===== config.mk =====
export PLATFORM = sky130hd
export DESIGN_NAME = hctr_hash
export DESIGN_NICKNAME = d
export VERILOG_FILES = /design/src/rtl/hctr_pkg.sv /design/src/rtl/hctr_hash.sv
export SDC_FILE = /design/constraint.sdc
export NUM_CORES = 1
export LEC_CHECK = 0
export ABC_AREA = 1
export BUFFER_PORTS_ARGS = -buffer_cell sky130_fd_sc_hd__buf_2
export CORE_MARGIN = 2
export CORE_UTILIZATION = 60
export DETAILED_ROUTE_END_ITERATION = 10
export PLACE_DENSITY = 0.79
export SLEW_MARGIN = 10
export SYNTH_ARGS = -nofsm -noshare
export SYNTH_HDL_FRONTEND = slang
export SYNTH_SLANG_ARGS = --single-unit

===== constraint.sdc =====
create_clock -name aclk -period 6.07 [get_ports aclk]
set_input_delay 1.214 -clock aclk [delete_from_list [all_inputs] [get_ports aclk]]
set_output_delay 1.214 -clock aclk [all_outputs]
set_load 0.01 [all_outputs]

===== src/rtl/hctr_pkg.sv =====
// Package with the types, codes and constants of the transfer receiver.
package hctr_pkg;

    localparam int unsigned BUFFER_BYTES_DEF = 65536;
    localparam logic [31:0] HASH_BASIS = 32'd2166136261;
    localparam logic [31:0] HASH_PRIME = 32'd16777619;

    localparam int unsigned IN_DATA_W  = 192;
    localparam int unsigned OUT_DATA_W = 128;
    localparam int unsigned REPORT_SIZE_W = 17;

    // Input item kinds.
    typedef enum logic [1:0] {
        KIND_BEGIN = 2'd0,
        KIND_CHUNK = 2'd1,
        KIND_DONE  = 2'd2,
        KIND_PEER  = 2'd3
    } item_kind_t;

    // Result kinds.
    localparam logic [1:0] RES_ACK      = 2'd0;
    localparam logic [1:0] RES_REJECTED = 2'd1;
    localparam logic [1:0] RES_DROPPED  = 2'd2;

    // Sequencer states.
    typedef enum logic [1:0] {
        ST_IDLE,
        ST_CLEAR,
        ST_HASH,
        ST_FINISH
    } seq_state_t;

    // Control of the hash accumulator.
    typedef struct packed {
        logic init;
        logic upd;
    } hash_ctl_t;

endpackage


===== src/rtl/hctr_hash.sv =====
// FNV-1a 32 accumulator, one byte per cycle while upd is set.
module hctr_hash (
    input  logic                aclk,
    input  hctr_pkg::hash_ctl_t ctl,
    input  logic [7:0]          data_in,
    output logic [31:0]         hash_out
);
    import hctr_pkg::*;

    logic [31:0] hash_reg;
    logic [31:0] hash_next;
    logic [31:0] mix;

    // Fold one byte in, then multiply by the prime.
    always_comb begin
        mix = hash_reg ^ {24'd0, data_in};
        hash_next = hash_reg;
        if (ctl.init) begin
            hash_next = HASH_BASIS;
        end else if (ctl.upd) begin
            hash_next = mix * HASH_PRIME;
        end
    end

    always_ff @(posedge aclk) begin
        hash_reg <= hash_next;
    end

    assign hash_out = hash_reg;
endmodule


==> flow_metrics.env <==
export IMPL_grt_max_degree=34
export IMPL_seq_area_frac_synth=0.0850
export IMPL_critPathSlowestCell="fa_1"
export IMPL_track_usage=0.293
export IMPL_cp_data_arrival_time_ns=5.92
export IMPL_viasPerCell=5.22
export IMPL_cts_sinks=32
export IMPL_ys_warn_count=0
export IMPL_slew_headroom=0.242
export IMPL_die_h_um=116
export IMPL_fmax_ghz=0.174
export IMPL_reg2reg_slack_ns=0.87
export IMPL_grt_pass1_vias=6050
export IMPL_avgSynthCellArea_sq_um=7.85
export IMPL_synth_top_area_cell="ha_1"
export IMPL_path_clk_slew_ns=0.06
export IMPL_hold_path_class="reg -> reg"
export IMPL_outcome="completed"
export IMPL_maxCapViolCount=0
export IMPL_grt_busiest_layer="met2"
export IMPL_numPortBuffers=42
export IMPL_drt_drc_violations_left=0
export IMPL_grtUsageMet3=0.0340
export IMPL_dpl_cell_area_sq_um=7840
export IMPL_grt_antenna_before_repair=0
export IMPL_grt_ovfl_total=0
export IMPL_grtUsageMet2=0.501
export IMPL_final_setup_skew_ns=0.00953
export IMPL_area_growth_pct=6.01
export IMPL_synth_top_cell_area_share=0.306
export IMPL_drive_gt1_frac=0.0896
export IMPL_hold_viol_final=0
export IMPL_dp_hpwl_um=15700
export IMPL_die_area_sq_um=13500
export IMPL_coreArea_sq_um=12100
export IMPL_io_pins=43
export IMPL_ys_top_cells_by_area="ha_1, fa_1, inv_1"
export IMPL_root_buffer="clkbuf_16"
export IMPL_fin_hold_ws_ns=0.507
export IMPL_cpMostUsedCell="ha_1"
export IMPL_worst_setup_path_type="in -> reg"
export IMPL_critPathCaptureType="register"
export IMPL_fin_area_sq_um=7990
export IMPL_drtPass1Iterations=5
export IMPL_crit_family="adder cells"
export IMPL_drtIter0Drc=323
export IMPL_finalSetupTns_ns=0
export IMPL_worstPathMaxFanout=4
export IMPL_placedCellCount=1153
export IMPL_crit_buf_inv=4
export IMPL_largest_reg_flops=32
export IMPL_cts_tree="yes"
export IMPL_use_met1=0.387
export IMPL_post_route_min_period_ns=5.74
export IMPL_ant_nets=0
export IMPL_cts_buffer_depth=2
export IMPL_synthCells=959
export IMPL_worstPathCellList="buf_2 -> xor2_1 -> ha_1 -> ha_1 -> fa_1 -> ha_1 -> fa_1 -> ha_1 -> inv_1 -> fa_1 -> inv_1 -> ha_1 -> a21oi_1 -> o21ai_0 -> a21oi_1 -> or2_2 -> nand4_1 -> nand3_1 -> nand2_1 -> inv_1"
export IMPL_crit_path_max_incr_delay_ns=0.47
export IMPL_maxSlewViolCount=0
export IMPL_postCtsHoldBufs=0
export IMPL_grt_pass1_wl_um=30000
export IMPL_vias=6062
export IMPL_syn_nets=1228
export IMPL_wl_per_cell_um=16.0
export IMPL_rsz0062_at_grt="no"
export IMPL_setup_viol=0
export IMPL_start_util=0.622
export IMPL_netlist_area_sq_um=7530
export IMPL_required_ns=6.26
export IMPL_clk_latency_ns=0.28
export IMPL_finalNetCount=1261
export IMPL_final_cells=1161
export IMPL_worstMarginPinSlew_ns=1.14
export IMPL_gp_congestion=1.00
export IMPL_yosys_cell_types_count=39
export IMPL_placementRows=40
export IMPL_synth_ff_latch_count=32
export IMPL_antenna_cells=0
export IMPL_cts_buffers=5
export IMPL_routed_wirelength_um=18500
export IMPL_fin_crit_sh=0.945
export IMPL_htree_levels=2
export IMPL_startpoint_type="input port"
export IMPL_die_w_um=116
-- final cells by class --
class                           instances  area (sq um)
Tap cell                              168           210
Sequential cell                        32           641
Inverter                              233           875
Timing Repair Buffer                   59           338
Fill cell                            1065          4130
Multi-Input combinational cell        661          5780
Clock buffer                            8           146
-- kinds of logic after synthesis --
family | after synthesis | synth area share
xor+xnor | 22 | 0.0266
simple gates | 268 | 0.154
buf+inv | 266 | 0.149
fa+ha+maj | 258 | 0.502
compound gates | 113 | 0.0836
flops | 32 | 0.0850
-- metal layers --
metal  part of all wire  up-vias
met1               0.46     2807
met4              0.032        0
met2               0.47      147
met3              0.045       36
met5                  0        -
li1                   -     3072
-- metrics by stage --
step / worst slack (ns) / utilization
after CTS: 0.366 / 0.659
after global routing: 0.0113 / 0.659
after global placement: 0.104 / 0.647
after detailed placement: 0.0958 / 0.647
after floorplan: 0.632 / -
final: 0.331 / 0.659
-- final timing paths --
kind / start / endpoint / depth (start not counted)
max: data_in[6] / hash_out[29]$_SDFFE_PP0P_ / 20
min: hash_out[0]$_SDFFE_PP1P_ / hash_out[0]$_SDFFE_PP1P_ / 2
max reg2reg: hash_out[20]$_SDFFE_PP1P_ / hash_out[31]$_SDFFE_PP1P_ / 24
min reg2reg: hash_out[0]$_SDFFE_PP1P_ / hash_out[0]$_SDFFE_PP1P_ / 2
-- what timing repair did --
item / CTS / global route
resized for setup: 0 / 1
setup endpoints to repair: 0 / 1
buffers inserted: 0 / 0
-- cells in the mapped netlist --
cell type and number:
o21ai_0 36, o21ai_2 2, nand3b_1 3, nand3_1 38, a21o_1 1, xor2_2 1
or2_0 1, buf_1 1, inv_1 232, nand2_1 128, o211ai_2 1, xnor2_1 5
buf_2 1, o21bai_1 4, nor3_1 8, a211oi_1 2, nor2_1 62, ha_1 184
clkbuf_1 4, o221ai_1 1, inv_2 1, o211ai_1 3, a21oi_2 2, nand2_2 7
a21boi_0 1, buf_4 24, nand3_2 3, a21oi_1 51, fa_1 74, or2_2 2
xor2_1 16, a31oi_1 2, and2_1 1, clkbuf_8 3, nand4_1 11, o21ai_1 4
dfxtp_1 32, o21a_1 3, nor2_2 4
-- worst register-to-register path: stages (launching register included) --
cell and delay (ns):
dfxtp_1 0.60, ha_1 0.32, ha_1 0.27, inv_1 0.05
fa_1 0.46, inv_1 0.06, ha_1 0.14, inv_1 0.06
fa_1 0.55, inv_1 0.05, fa_1 0.48, inv_1 0.06
fa_1 0.53, inv_1 0.05, ha_1 0.35, inv_1 0.14
o21ai_0 0.14, nand3_1 0.10, nand2_1 0.06, a21oi_1 0.11
o21ai_0 0.12, nor2_1 0.16, nand3_1 0.09, nand3_1 0.08
nand2_1 0.06
-- cells in the final DEF (no fill, tap or decap), types with 2 or more instances in the layout --
cell type | synthesis | layout
o21ai_1 | 4 | 4
nand4_1 | 11 | 11
inv_1 | 232 | 232
nand3b_1 | 3 | 3
a21oi_2 | 2 | 3
a31oi_1 | 2 | 2
o21a_1 | 3 | 3
a21oi_1 | 51 | 50
a211oi_1 | 2 | 2
buf_4 | 24 | 17
clkbuf_16 | 0 | 5
fa_1 | 74 | 74
nand3_1 | 38 | 38
xnor2_1 | 5 | 5
o211ai_1 | 3 | 3
nor2_2 | 4 | 4
nor2_1 | 62 | 62
nor3_1 | 8 | 8
ha_1 | 184 | 184
dfxtp_1 | 32 | 32
buf_2 | 1 | 42
o21ai_2 | 2 | 2
clkbuf_1 | 4 | 2
xor2_1 | 16 | 16
nand2_2 | 7 | 7
nand2_1 | 128 | 128
or2_2 | 2 | 2
nand3_2 | 3 | 3
o21ai_0 | 36 | 36
o21bai_1 | 4 | 4
Power is not shown: default switching activity piles up to over one toggle a cycle in this logic, so the estimate is an artifact.
